--- src/hdl/crfc_pkg.sv ---
`timescale 1ns / 1ps
`default_nettype none

package crfc_pkg;

    // field and datapath widths
    localparam int BYTE_W      = 8;
    localparam int COUNT_W     = 32;
    localparam int TIME_W      = 16;
    localparam int TPM_W       = 16;
    localparam int RELOAD_W    = 2;
    localparam int HOLD_W      = 3;
    localparam int RATE_W      = 32;
    localparam int STAT_W      = 31;
    localparam int SUM_W       = 64;
    localparam int PROD_W      = 48;
    localparam int DIV_NUM_W   = 64;
    localparam int DIV_DEN_W   = 32;
    localparam int DIV_CNT_W   = 7;

    // divider step counts: rate numerator is pre-shifted so 48 steps suffice
    localparam logic [DIV_CNT_W-1:0] RATE_STEPS = 7'd48;
    localparam logic [DIV_CNT_W-1:0] AVG_STEPS  = 7'd64;

    // configuration port
    localparam int CFG_INDEX_W = 1;
    localparam int CFG_DATA_W  = 16;

    localparam logic [CFG_INDEX_W-1:0] REG_TICKS_PER_MINUTE = 1'd0;
    localparam logic [CFG_INDEX_W-1:0] REG_HOLD_RELOAD      = 1'd1;

    localparam logic [TPM_W-1:0]    TPM_RESET    = 16'd60000;
    localparam logic [RELOAD_W-1:0] RELOAD_RESET = 2'd3;

    // flag bit positions
    localparam int FLAG_WHEEL = 0;
    localparam int FLAG_CRANK = 1;

    typedef struct packed {
        logic                        start;
        logic [DIV_NUM_W-1:0]        num;
        logic [DIV_DEN_W-1:0]        den;
        logic [DIV_CNT_W-1:0]        steps;
    } div_req_t;

    typedef struct packed {
        logic                        busy;
        logic                        done;
        logic [DIV_NUM_W-1:0]        quot;
    } div_rsp_t;

endpackage

`default_nettype wire

--- src/hdl/cadence_rate_from_counters_top.sv ---
`timescale 1ns / 1ps
`default_nettype none

// cadence / speed rate from cumulative revolution counters
// input channel (in_valid / in_ready): one measurement record per transaction,
//   a flags byte and six little-endian payload bytes
// output channel (out_valid / out_ready): one result per record, carrying the
//   signed rate in revolutions per minute, the mean of all positive rates and
//   the peak rate
// configuration: cfg_we writes cfg_data into register cfg_index
//   (0 ticks_per_minute, 1 hold_reload); write only while the block is idle
// one record is worked on at a time; in_ready is high only in the idle state
// a record with a new event divides for the rate on the shared restoring
//   divider (48 steps); a record whose current rate is positive also divides
//   for the mean (64 steps) unless the sample count is full; a record with
//   neither skips the divider
// a finished result sits in the output register; a new record is accepted
//   while it waits, and the block holds its next result until the receiver
//   takes the previous one
// reset clears all running state and loads ticks_per_minute = 60000 and
//   hold_reload = 3
module cadence_rate_from_counters_top
(
    input  wire                                     clk,
    input  wire                                     rst_n,

    input  wire                                     in_valid,
    output logic                                    in_ready,
    input  wire  [crfc_pkg::BYTE_W-1:0]             flags,
    input  wire  [crfc_pkg::BYTE_W-1:0]             byte1,
    input  wire  [crfc_pkg::BYTE_W-1:0]             byte2,
    input  wire  [crfc_pkg::BYTE_W-1:0]             byte3,
    input  wire  [crfc_pkg::BYTE_W-1:0]             byte4,
    input  wire  [crfc_pkg::BYTE_W-1:0]             byte5,
    input  wire  [crfc_pkg::BYTE_W-1:0]             byte6,

    output logic                                    out_valid,
    input  wire                                     out_ready,
    output logic signed [crfc_pkg::RATE_W-1:0]      rate,
    output logic [crfc_pkg::STAT_W-1:0]             average_rate,
    output logic [crfc_pkg::STAT_W-1:0]             peak_rate,

    input  wire                                     cfg_we,
    input  wire  [crfc_pkg::CFG_INDEX_W-1:0]        cfg_index,
    input  wire  [crfc_pkg::CFG_DATA_W-1:0]         cfg_data
);

    // sequencer states, one-hot
    typedef enum logic [8:0] {
        S_IDLE  = 9'b000000001,   // waiting for a record
        S_PREP  = 9'b000000010,   // count and time differences
        S_MUL   = 9'b000000100,   // count difference times scale
        S_RDIV  = 9'b000001000,   // launch rate division
        S_RWAIT = 9'b000010000,   // rate division running
        S_SAT   = 9'b000100000,   // sign and saturate the quotient
        S_ACCUM = 9'b001000000,   // running sum, sample count, peak
        S_AWAIT = 9'b010000000,   // mean division running
        S_OUT   = 9'b100000000    // hand result to the output register
    } state_t;

    state_t state_reg, state_next;

    // configuration registers
    logic [crfc_pkg::TPM_W-1:0]    tpm_reg, tpm_next;
    logic [crfc_pkg::RELOAD_W-1:0] reload_reg, reload_next;

    // running state
    logic [crfc_pkg::COUNT_W-1:0]        last_count_reg, last_count_next;
    logic [crfc_pkg::TIME_W-1:0]         last_time_reg, last_time_next;
    logic signed [crfc_pkg::HOLD_W-1:0]  hold_reg, hold_next;
    logic signed [crfc_pkg::RATE_W-1:0]  cur_rate_reg, cur_rate_next;
    logic [crfc_pkg::SUM_W-1:0]          sum_reg, sum_next;
    logic [crfc_pkg::COUNT_W-1:0]        samples_reg, samples_next;
    logic [crfc_pkg::STAT_W-1:0]         peak_reg, peak_next;
    logic [crfc_pkg::STAT_W-1:0]         avg_reg, avg_next;

    // per-record working registers
    logic [crfc_pkg::COUNT_W-1:0] count_reg, count_next;
    logic [crfc_pkg::TIME_W-1:0]  time_reg, time_next;
    logic [crfc_pkg::TIME_W-1:0]  dt_reg, dt_next;
    logic [crfc_pkg::COUNT_W-1:0] mag_reg, mag_next;
    logic                         neg_reg, neg_next;
    logic [crfc_pkg::PROD_W-1:0]  prod_reg, prod_next;

    // output register
    logic                                out_valid_reg, out_valid_next;
    logic signed [crfc_pkg::RATE_W-1:0]  out_rate_reg, out_rate_next;
    logic [crfc_pkg::STAT_W-1:0]         out_avg_reg, out_avg_next;
    logic [crfc_pkg::STAT_W-1:0]         out_peak_reg, out_peak_next;

    // shared divider
    crfc_pkg::div_req_t div_req;
    crfc_pkg::div_rsp_t div_rsp;

    logic                         in_fire;
    logic [crfc_pkg::COUNT_W-1:0] dc_raw;
    logic [crfc_pkg::COUNT_W-1:0] dc_inv;
    logic [crfc_pkg::TIME_W-1:0]  dt_raw;
    logic signed [crfc_pkg::HOLD_W-1:0] hold_dec;
    logic [crfc_pkg::PROD_W-1:0]  q_mag;
    logic                         q_over_pos;
    logic                         q_over_neg;
    logic                         rate_pos;

    assign in_ready = (state_reg == S_IDLE);
    assign in_fire  = in_valid && in_ready;

    // differences against the stored reference point
    assign dc_raw = count_reg - last_count_reg;
    assign dc_inv = last_count_reg - count_reg;
    assign dt_raw = time_reg - last_time_reg;

    // hold counter stops at minus one
    assign hold_dec = (hold_reg == -3'sd1) ? hold_reg : hold_reg - 3'sd1;

    // quotient magnitude and its saturation limits
    assign q_mag      = div_rsp.quot[crfc_pkg::PROD_W-1:0];
    assign q_over_pos = |q_mag[crfc_pkg::PROD_W-1:crfc_pkg::RATE_W-1];
    assign q_over_neg = (|q_mag[crfc_pkg::PROD_W-1:crfc_pkg::RATE_W])
                        || (q_mag[crfc_pkg::RATE_W-1]
                            && (|q_mag[crfc_pkg::RATE_W-2:0]));

    assign rate_pos = !cur_rate_reg[crfc_pkg::RATE_W-1] && (cur_rate_reg != '0);

    crfc_div u_div
    (
        .clk   (clk),
        .rst_n (rst_n),
        .req   (div_req),
        .rsp   (div_rsp)
    );

    always_comb
    begin
        state_next      = state_reg;
        tpm_next        = tpm_reg;
        reload_next     = reload_reg;
        last_count_next = last_count_reg;
        last_time_next  = last_time_reg;
        hold_next       = hold_reg;
        cur_rate_next   = cur_rate_reg;
        sum_next        = sum_reg;
        samples_next    = samples_reg;
        peak_next       = peak_reg;
        avg_next        = avg_reg;
        count_next      = count_reg;
        time_next       = time_reg;
        dt_next         = dt_reg;
        mag_next        = mag_reg;
        neg_next        = neg_reg;
        prod_next       = prod_reg;
        out_valid_next  = out_valid_reg;
        out_rate_next   = out_rate_reg;
        out_avg_next    = out_avg_reg;
        out_peak_next   = out_peak_reg;

        div_req.start = 1'b0;
        div_req.num   = {prod_reg, {(crfc_pkg::DIV_NUM_W-crfc_pkg::PROD_W){1'b0}}};
        div_req.den   = {{(crfc_pkg::DIV_DEN_W-crfc_pkg::TIME_W){1'b0}}, dt_reg};
        div_req.steps = crfc_pkg::RATE_STEPS;

        // receiver takes the waiting result
        if (out_valid_reg && out_ready)
        begin
            out_valid_next = 1'b0;
        end

        // register writes, unknown index ignored
        if (cfg_we)
        begin
            case (cfg_index)
                crfc_pkg::REG_TICKS_PER_MINUTE:
                    tpm_next = cfg_data[crfc_pkg::TPM_W-1:0];
                crfc_pkg::REG_HOLD_RELOAD:
                    reload_next = cfg_data[crfc_pkg::RELOAD_W-1:0];
                default:
                    ;
            endcase
        end

        case (state_reg)
            S_IDLE:
            begin
                if (in_fire)
                begin
                    // wheel data wins over crank data; neither gives zeros
                    if (flags[crfc_pkg::FLAG_WHEEL])
                    begin
                        count_next = {byte4, byte3, byte2, byte1};
                        time_next  = {byte6, byte5};
                    end
                    else if (flags[crfc_pkg::FLAG_CRANK])
                    begin
                        count_next = {16'd0, byte2, byte1};
                        time_next  = {byte4, byte3};
                    end
                    else
                    begin
                        count_next = '0;
                        time_next  = '0;
                    end
                    state_next = S_PREP;
                end
            end

            S_PREP:
            begin
                dt_next  = dt_raw;
                neg_next = dc_raw[crfc_pkg::COUNT_W-1];
                mag_next = dc_raw[crfc_pkg::COUNT_W-1] ? dc_inv : dc_raw;
                if (dt_raw != '0)
                begin
                    state_next = S_MUL;
                end
                else
                begin
                    // no new event: count down the hold
                    hold_next = hold_dec;
                    if (hold_dec <= 3'sd0)
                    begin
                        cur_rate_next = '0;
                    end
                    if (hold_dec == 3'sd0)
                    begin
                        last_count_next = count_reg;
                        last_time_next  = time_reg;
                    end
                    state_next = S_ACCUM;
                end
            end

            S_MUL:
            begin
                prod_next  = crfc_pkg::PROD_W'(mag_reg) * crfc_pkg::PROD_W'(tpm_reg);
                hold_next  = crfc_pkg::HOLD_W'({1'b0, reload_reg});
                state_next = S_RDIV;
            end

            S_RDIV:
            begin
                div_req.start = 1'b1;
                state_next    = S_RWAIT;
            end

            S_RWAIT:
            begin
                if (div_rsp.done)
                begin
                    state_next = S_SAT;
                end
            end

            S_SAT:
            begin
                if (!neg_reg)
                begin
                    cur_rate_next = q_over_pos ? 32'sh7FFFFFFF
                                               : $signed({1'b0, q_mag[crfc_pkg::RATE_W-2:0]});
                end
                else
                begin
                    cur_rate_next = q_over_neg ? 32'sh80000000
                                               : -$signed(q_mag[crfc_pkg::RATE_W-1:0]);
                end
                last_count_next = count_reg;
                last_time_next  = time_reg;
                state_next      = S_ACCUM;
            end

            S_ACCUM:
            begin
                if (rate_pos && (cur_rate_reg[crfc_pkg::STAT_W-1:0] > peak_reg))
                begin
                    peak_next = cur_rate_reg[crfc_pkg::STAT_W-1:0];
                end
                if (rate_pos && (samples_reg != '1))
                begin
                    sum_next     = sum_reg + crfc_pkg::SUM_W'(cur_rate_reg[crfc_pkg::STAT_W-1:0]);
                    samples_next = samples_reg + 1'b1;
                    // mean changes only here, recompute it
                    div_req.start = 1'b1;
                    div_req.num   = sum_next;
                    div_req.den   = samples_next;
                    div_req.steps = crfc_pkg::AVG_STEPS;
                    state_next    = S_AWAIT;
                end
                else
                begin
                    state_next = S_OUT;
                end
            end

            S_AWAIT:
            begin
                if (div_rsp.done)
                begin
                    avg_next   = div_rsp.quot[crfc_pkg::STAT_W-1:0];
                    state_next = S_OUT;
                end
            end

            S_OUT:
            begin
                if (!out_valid_reg || out_ready)
                begin
                    out_valid_next = 1'b1;
                    out_rate_next  = cur_rate_reg;
                    out_avg_next   = avg_reg;
                    out_peak_next  = peak_reg;
                    state_next     = S_IDLE;
                end
            end

            default:
            begin
                state_next = S_IDLE;
            end
        endcase
    end

    // control and running state
    always_ff @(posedge clk or negedge rst_n)
    begin
        if (!rst_n)
        begin
            state_reg      <= S_IDLE;
            tpm_reg        <= crfc_pkg::TPM_RESET;
            reload_reg     <= crfc_pkg::RELOAD_RESET;
            last_count_reg <= '0;
            last_time_reg  <= '0;
            hold_reg       <= '0;
            cur_rate_reg   <= '0;
            sum_reg        <= '0;
            samples_reg    <= '0;
            peak_reg       <= '0;
            avg_reg        <= '0;
            out_valid_reg  <= 1'b0;
        end
        else
        begin
            state_reg      <= state_next;
            tpm_reg        <= tpm_next;
            reload_reg     <= reload_next;
            last_count_reg <= last_count_next;
            last_time_reg  <= last_time_next;
            hold_reg       <= hold_next;
            cur_rate_reg   <= cur_rate_next;
            sum_reg        <= sum_next;
            samples_reg    <= samples_next;
            peak_reg       <= peak_next;
            avg_reg        <= avg_next;
            out_valid_reg  <= out_valid_next;
        end
    end

    // working and output payload
    always_ff @(posedge clk)
    begin
        count_reg    <= count_next;
        time_reg     <= time_next;
        dt_reg       <= dt_next;
        mag_reg      <= mag_next;
        neg_reg      <= neg_next;
        prod_reg     <= prod_next;
        out_rate_reg <= out_rate_next;
        out_avg_reg  <= out_avg_next;
        out_peak_reg <= out_peak_next;
    end

    assign out_valid    = out_valid_reg;
    assign rate         = out_rate_reg;
    assign average_rate = out_avg_reg;
    assign peak_rate    = out_peak_reg;

    // divider is never relaunched while a division is running
    a_div_start_free: assert property (@(posedge clk) disable iff (!rst_n)
        div_req.start |-> !div_rsp.busy)
        else $error("divider launched while busy");

    // hold counter never drops below minus one
    a_hold_range: assert property (@(posedge clk) disable iff (!rst_n)
        hold_reg[crfc_pkg::HOLD_W-1] |-> (hold_reg == -3'sd1))
        else $error("hold counter out of range");

    // the mean of positive rates never exceeds the peak
    a_avg_below_peak: assert property (@(posedge clk) disable iff (!rst_n)
        avg_reg <= peak_reg)
        else $error("mean above peak");

    // an accepted record always starts the difference step next
    a_accept_to_prep: assert property (@(posedge clk) disable iff (!rst_n)
        in_fire |=> (state_reg == S_PREP))
        else $error("accepted record not processed");

endmodule

`default_nettype wire

--- src/hdl/crfc_div.sv ---
`timescale 1ns / 1ps
`default_nettype none

// shared restoring divider, one quotient bit per cycle
module crfc_div
(
    input  wire                  clk,
    input  wire                  rst_n,
    input  wire crfc_pkg::div_req_t req,
    output crfc_pkg::div_rsp_t   rsp
);

    logic [crfc_pkg::DIV_DEN_W-1:0] rem_reg, rem_next;
    logic [crfc_pkg::DIV_NUM_W-1:0] quo_reg, quo_next;
    logic [crfc_pkg::DIV_DEN_W-1:0] den_reg, den_next;
    logic [crfc_pkg::DIV_CNT_W-1:0] cnt_reg, cnt_next;
    logic                           busy_reg, busy_next;
    logic                           done_reg, done_next;

    logic [crfc_pkg::DIV_DEN_W:0]   shifted;
    logic [crfc_pkg::DIV_DEN_W:0]   diff;
    logic                           ge;

    assign shifted = {rem_reg, quo_reg[crfc_pkg::DIV_NUM_W-1]};
    assign ge      = shifted >= {1'b0, den_reg};
    assign diff    = shifted - {1'b0, den_reg};

    always_comb
    begin
        rem_next  = rem_reg;
        quo_next  = quo_reg;
        den_next  = den_reg;
        cnt_next  = cnt_reg;
        busy_next = busy_reg;
        done_next = 1'b0;
        if (req.start)
        begin
            rem_next  = '0;
            quo_next  = req.num;
            den_next  = req.den;
            cnt_next  = req.steps;
            busy_next = 1'b1;
        end
        else if (busy_reg)
        begin
            rem_next = ge ? diff[crfc_pkg::DIV_DEN_W-1:0]
                          : shifted[crfc_pkg::DIV_DEN_W-1:0];
            quo_next = {quo_reg[crfc_pkg::DIV_NUM_W-2:0], ge};
            cnt_next = cnt_reg - 1'b1;
            if (cnt_reg == crfc_pkg::DIV_CNT_W'(1))
            begin
                busy_next = 1'b0;
                done_next = 1'b1;
            end
        end
    end

    always_ff @(posedge clk or negedge rst_n)
    begin
        if (!rst_n)
        begin
            cnt_reg  <= '0;
            busy_reg <= 1'b0;
            done_reg <= 1'b0;
        end
        else
        begin
            cnt_reg  <= cnt_next;
            busy_reg <= busy_next;
            done_reg <= done_next;
        end
    end

    always_ff @(posedge clk)
    begin
        rem_reg <= rem_next;
        quo_reg <= quo_next;
        den_reg <= den_next;
    end

    assign rsp.busy = busy_reg;
    assign rsp.done = done_reg;
    assign rsp.quot = quo_reg;

endmodule

`default_nettype wire

--- config.mk ---
export PLATFORM = sky130hd
export DESIGN_NAME = cadence_rate_from_counters_top
export DESIGN_NICKNAME = d
export VERILOG_FILES = /design/src/hdl/crfc_pkg.sv /design/src/hdl/cadence_rate_from_counters_top.sv /design/src/hdl/crfc_div.sv
export SDC_FILE = /design/constraint.sdc
export NUM_CORES = 2
export LEC_CHECK = 0
export ABC_AREA = 1
export ABC_CLOCK_PERIOD_IN_PS = 12200
export BUFFER_PORTS_ARGS = -buffer_cell sky130_fd_sc_hd__buf_2
export CAP_MARGIN = 20
export CORE_ASPECT_RATIO = 1.5
export CORE_UTILIZATION = 40
export DETAILED_ROUTE_END_ITERATION = 10
export SYNTH_ARGS = -nofsm -noshare
export SYNTH_HDL_FRONTEND = slang
export SYNTH_SLANG_ARGS = --single-unit
--- constraint.sdc ---
create_clock -name clk -period 12.2 [get_ports clk]
set_input_delay 2.44 -clock clk [delete_from_list [all_inputs] [get_ports clk]]
set_output_delay 2.44 -clock clk [all_outputs]
set_load 0.05 [all_outputs]
# Yosys cells after proc, flatten, opt, wreduce, memory -nomap -nowiden
# Index checks and enable logic that the tools add are counted.
# totals
inputBits	78
ff_bits	645
# op_classes
n_mux	44
n_lt_le_gt_ge	3
bitwise_logic	1
eq_ne	19
add_sub_neg	9
reduce_logical	30
n_mul	1
# op_table
cell	n
2-to-1 mux 32 bit	8
2-to-1 mux 64 bit	2
case mux 32 bit (2 select lines)	2
2-to-1 mux 104 bit	1
2-to-1 mux 103 bit	1
subtractor 32 bit	3
case mux 9 bit (9 select lines)	1
2-to-1 mux 16 bit	5
adder 64 x 31 -> 64 bit	1
2-to-1 mux 31 bit	2
multiplier 32 x 16 -> 48 bit	1
2-to-1 mux 9 bit	5
>= comparator 33 x 32 -> 1 bit	1
adder 32 x 1 -> 32 bit (second input constant)	1
!= test 32 bit (second input constant)	1
negation 32 bit	1
case mux 16 bit (2 select lines)	1
nonzero test 32 bit	1
> comparator 31 bit	1
OR reduction 31 bit	1
2-to-1 mux 7 bit	3
OR reduction 17 bit	1
AND reduction 2 bit	8
nonzero test 16 bit	1
30 further kinds	54

# Logic depth before layout (Yosys ltp)
# depth
depth_word	6
ltp_mapped	28
depth_no_buf	26

# Cells and area by module
# From an unflattened synthesis, not the netlist that was laid out.
# unflattened
cells_unflattened	7192
hier_area_um2	55049.0
# by_module_without_submodules
module	area_each_um2	cells_per_inst	instances	seq_area_each_um2
cadence_rate_from_counters_top	46831.2	6077	1	13920.9
crfc_div	8217.9	1115	1	3748.6

# Least setup slack after synthesis
# Ideal clock, no wire load.
# synth_path
path_kind	in2reg
startpoint	input out_ready
endpoint	register out_avg_reg (netlist bit average_rate[0]) (enable)
required_ns	11.653
stages	2
arrival_ns	6.392
path_buffers	0
path_slack_ns	5.261
setup_ns	0.547
path_cell_list	nor2_1 nor2_1
# synth_between
elab_chain_len	2
# synth_rtl
item	line_no	source
start, declared	cadence_rate_from_counters_top.sv:38	input wire out_ready,
logical OR 1 bit	cadence_rate_from_counters_top.sv:304	if (!out_valid_reg || out_ready)
AND reduction 2 bit (no line)	n/a	
end signal, assigned	cadence_rate_from_counters_top.sv:366	out_avg_reg <= out_avg_next;
end, declared	cadence_rate_from_counters_top.sv:88	logic [crfc_pkg::STAT_W-1:0] out_avg_reg, out_avg_next;
# Every way passes these cells.
# A chain may end at the register's enable or synchronous reset.

# Worst setup path in the final report
# layout_path
startpoint	register tpm_reg[5] (netlist name)
endpoint	register prod_reg[32] (netlist name), data pin
# layout_between
elab_chain_len	1
# layout_rtl
item	line_no	source
start, declared	cadence_rate_from_counters_top.sv:64	logic [crfc_pkg::TPM_W-1:0] tpm_reg, tpm_next;
start signal, assigned	cadence_rate_from_counters_top.sv:327	tpm_reg <= crfc_pkg::TPM_RESET;
start signal, assigned	cadence_rate_from_counters_top.sv:342	tpm_reg <= tpm_next;
multiplier 32 x 16 -> 48 bit	cadence_rate_from_counters_top.sv:234	prod_next = crfc_pkg::PROD_W'(mag_reg) * crfc_pkg::PROD_W'(tpm_reg);
end signal, assigned	cadence_rate_from_counters_top.sv:364	prod_reg <= prod_next;
end, declared	cadence_rate_from_counters_top.sv:83	logic [crfc_pkg::PROD_W-1:0] prod_reg, prod_next;
# Every way passes these cells.

==> summary.log <==
[synth] combined area of all synthesized cells 0.05432 sq mm
[clocking] TritonCTS clock tree yes
[final_layout] share of post-route cells with drive strength above 1 5.810%
[floorplan] area of the placeable core 0.1348 sq mm
[drt] routed length on met3 6627 um
[drt] average detailed-routed wire length per instance 18.65 um
[drt] Vias 45190
[timing] count of final hold-check violations 0
[drt] top routing layer in use met4
[status] status completed
[synth] Mapped Cells 6962
[drt] first-iteration detailed-routing DRC count 2904
[worst_hold_path] worst hold start avg_reg[10]$_DFFE_PN0P_
[final_layout] leading cell type in the layout, fill and taps excluded sky130_fd_sc_hd__nand2_1
[floorplan] IO Pins 174
[placement] count of port buffers added during placement 167
[timing] number of pins exceeding their max-slew limit in the final report 0
[floorplan] number of rows in the core area 165
[worst_setup_path] worst-path maximum fanout 33
[worst_setup_path] Setup Crit Path Kind flip-flop to flip-flop
[synth] Synth async-reset ratio 43.10%
[synth] Seq cells post-synth 645
[drt] post-route met1 wirelength 60300 um
[placement] half-perimeter wire length after placement 128200 um
[floorplan] floorplan die width 302.9 um
[worst_setup_path] Reg-to-Reg End prod_reg[32]$_DFFE_PP_
[worst_hold_path] hold crit path type flip-flop to flip-flop
[clocking] number of hold buffers added after CTS 0
[clocking] H-tree lvl count 3
[floorplan] full die area 0.1373 sq mm
[synth] count of yosys warnings during synthesis 0
[floorplan] initial core utilization 40.30%
[synth] count of unique library cells instantiated by Yosys 52
[worst_setup_path] startpoint of the worst register-to-register path tpm_reg[5]$_DFFE_PN1P_
[drt] final wirelength 164000 um
[clocking] number of buffers created by CTS 74
[synth] dominant cell type by area after synthesis sky130_fd_sc_hd__edfxtp_1
[worst_hold_path] hold-critical path depth 0
[worst_setup_path] Critical Path RT 12590 ps
[synth] synthesized area per cell 7.803 sq um
[timing] Slew headroom 27.48%
[final_layout] layout net count 7776
[clocking] post_cts resized 0
[synth] area share of the largest cell type after synthesis 18.52%
[worst_setup_path] worst-case reg-to-reg path depth 22
[global_route] pin count of the biggest net entering global routing 152
[worst_setup_path] critical path endpoint category flip-flop
[clocking] maximum count of clock buffers along a single path 3
[timing] timing-limited maximum frequency 143.1 MHz
[global_route] vias in the first global route 46650
[worst_setup_path] flop2flop setup slack 5210 ps
[drt] antenna viol nets, final 0
[global_route] first-pass GRT wire length 257500 um
[worst_setup_path] startpoint kind of the worst setup timing path flip-flop
[drt] via count normalized by instance count 5.139
[drt] number of detailed-routing iterations run before antenna repair 6
[synth] most used flip-flop cell after synthesis sky130_fd_sc_hd__edfxtp_1
[timing] number of endpoints failing setup at the final stage 0
[synth] proportion of synthesized chip area in sequential cells 32.53%
[final_layout] layout-stage area growth over the synthesis result 8.973%
[synth] leading post-synthesis cells by cell area sky130_fd_sc_hd__edfxtp_1 (19%), sky130_fd_sc_hd__fa_1 (16%), sky130_fd_sc_hd__nand2_1 (14%), sky130_fd_sc_hd__dfrtp_1 (12%), sky130_fd_sc_hd__inv_1 (9.1%)
[global_route] GR Overflow Total 0
[run] max-capacitance violation count 0
[timing] setup repair after global routing missed its margin false
[drt] Residual DRC 0
[timing] actual slew at the worst max-slew pin 1088 ps
[timing] post-route setup TNS 0 ps
[final_layout] commonest cells after routing, fill and taps aside sky130_fd_sc_hd__nand2_1 (2019), sky130_fd_sc_hd__inv_1 (1316), sky130_fd_sc_hd__fa_1 (423)
[clocking] number of sinks driven by the clock tree 645
[drt] length of routed met2 wiring 85930 um
[timing] Final Cycle Share 57.30%
[clocking] clock insertion delay at the later pin of the skew report 680 ps
[global_route] antenna violations before repair 5
[clocking] number of setup buffers added after CTS 0
[clocking] clock transition at the registers of the reported paths 60 ps
[synth] Post-synth EDFFs 335
[final_layout] fill cell count 13510
[timing] clock skew after layout 55.73 ps
[placement] routability congestion estimate 0.9704
[global_route] Total GRT Usage 24.22%
[timing] min cycle time layout 6990 ps
[worst_hold_path] end point of the worst hold path average_rate[10]$_DFFE_PP_
[worst_setup_path] data arrival time at the worst-slack endpoint 7380 ps
[floorplan] die height 453.3 um
[clocking] Clock Tree Root sky130_fd_sc_hd__clkbuf_16
[synth] post-synth net total 7761
-- worst max path at each step --
stage | startpoint | to | cells past startpoint
final | tpm_reg[5]$_DFFE_PN1P_ | prod_reg[32]$_DFFE_PP_ | 22
after global routing | tpm_reg[5]$_DFFE_PN1P_ | prod_reg[32]$_DFFE_PP_ | 22
after CTS | tpm_reg[5]$_DFFE_PN1P_ | prod_reg[32]$_DFFE_PP_ | 22
after detailed placement | tpm_reg[5]$_DFFE_PN1P_ | prod_reg[32]$_DFFE_PP_ | 22
after global placement | tpm_reg[5]$_DFFE_PN1P_ | prod_reg[32]$_DFFE_PP_ | 22
after floorplan | out_ready | average_rate[0]$_DFFE_PP_ | 2
-- routing by layer --
layer | track usage, % | vias to the layer above
li1 | - | 21690
met1 | 26.00 | 21750
met2 | 45.03 | 1310
met3 | 2.649 | 446
met4 | 14.62 | 0
met5 | 0 | -
-- area by class of cell --
class	instances	area [sq um]	share of cell area (%)
sequential	645	17670	29.85
antenna	2	5.005	0.008454
multi-input combinational	4716	30590	51.68
clock inverter	37	460.4	0.7778
tap	1753	2193	3.705
inverter	1328	4985	8.421
clock buffer	101	2036	3.439
timing repair buffer	212	1254	2.118
-- cells in the mapped netlist (5+ instances only) --
cell / instances
sky130_fd_sc_hd__a211oi_1: 7
sky130_fd_sc_hd__a21boi_0: 10
sky130_fd_sc_hd__a21o_1: 26
sky130_fd_sc_hd__a21oi_1: 266
sky130_fd_sc_hd__a31oi_1: 24
sky130_fd_sc_hd__buf_2: 36
sky130_fd_sc_hd__clkbuf_1: 215
sky130_fd_sc_hd__clkbuf_2: 12
sky130_fd_sc_hd__dfrtp_1: 268
sky130_fd_sc_hd__dfstp_2: 10
sky130_fd_sc_hd__dfxtp_1: 32
sky130_fd_sc_hd__edfxtp_1: 335
sky130_fd_sc_hd__fa_1: 423
sky130_fd_sc_hd__ha_1: 298
sky130_fd_sc_hd__inv_1: 1318
sky130_fd_sc_hd__inv_2: 10
sky130_fd_sc_hd__mux2_2: 14
sky130_fd_sc_hd__nand2_1: 2020
sky130_fd_sc_hd__nand3_1: 357
sky130_fd_sc_hd__nand3b_1: 28
sky130_fd_sc_hd__nand4_1: 123
sky130_fd_sc_hd__nor2_1: 425
sky130_fd_sc_hd__nor3_1: 64
sky130_fd_sc_hd__nor3_2: 5
sky130_fd_sc_hd__nor4_1: 21
sky130_fd_sc_hd__o211ai_1: 15
sky130_fd_sc_hd__o21a_1: 12
sky130_fd_sc_hd__o21ai_0: 303
sky130_fd_sc_hd__o21ai_1: 7
sky130_fd_sc_hd__o21bai_1: 22
sky130_fd_sc_hd__o311ai_0: 7
sky130_fd_sc_hd__or2_0: 5
sky130_fd_sc_hd__or2_2: 30
sky130_fd_sc_hd__xnor2_1: 41
sky130_fd_sc_hd__xor2_1: 132
-- critical path, cell delays in order (launching register included) --
cell                      delay, ps
sky130_fd_sc_hd__dfstp_2       1090
sky130_fd_sc_hd__nand2_1        100
sky130_fd_sc_hd__inv_1          110
sky130_fd_sc_hd__fa_1           420
sky130_fd_sc_hd__inv_1           90
sky130_fd_sc_hd__fa_1           410
sky130_fd_sc_hd__fa_1           480
sky130_fd_sc_hd__fa_1           490
sky130_fd_sc_hd__inv_1           60
sky130_fd_sc_hd__fa_1           520
sky130_fd_sc_hd__inv_1           80
sky130_fd_sc_hd__fa_1           560
sky130_fd_sc_hd__inv_1           50
sky130_fd_sc_hd__ha_1           360
sky130_fd_sc_hd__nand2_1        120
sky130_fd_sc_hd__nor2_1         200
sky130_fd_sc_hd__inv_1           60
sky130_fd_sc_hd__o21ai_0        550
sky130_fd_sc_hd__a21oi_1        220
sky130_fd_sc_hd__o21ai_0        360
sky130_fd_sc_hd__nand3_1        170
sky130_fd_sc_hd__nand3_1        100
sky130_fd_sc_hd__nand2_1         90
-- logic make-up after synthesis --
family	count (synthesis)	synth area share (%)
xor gates and xnor gates	173	2.789
adders and majority gates	721	22.45
DFF	645	32.53
buffers and inverters	1601	11.26
and+or+nand+nor	3099	23.57
AOI/OAI and AO/OA	709	7.112
muxes	14	0.2902
-- per-stage QoR --
stage               hold slack, ps  instances  cell area [sq um]  util (%)  worst slack (ps)
floorplan                    425.3       6962              54320         -              5261
CTS                          444.3       8789              59130     43.86              5209
detailed placement           430.0       8651              56640     42.01              5228
finish                       443.5       8794              59200     43.91              5210
global placement             431.5       8650              56610     41.99              5248
global route                 468.5       8793              59200     43.91              4739
Power is not shown: default switching activity piles up to over one toggle a cycle in this logic, so the estimate is an artifact.
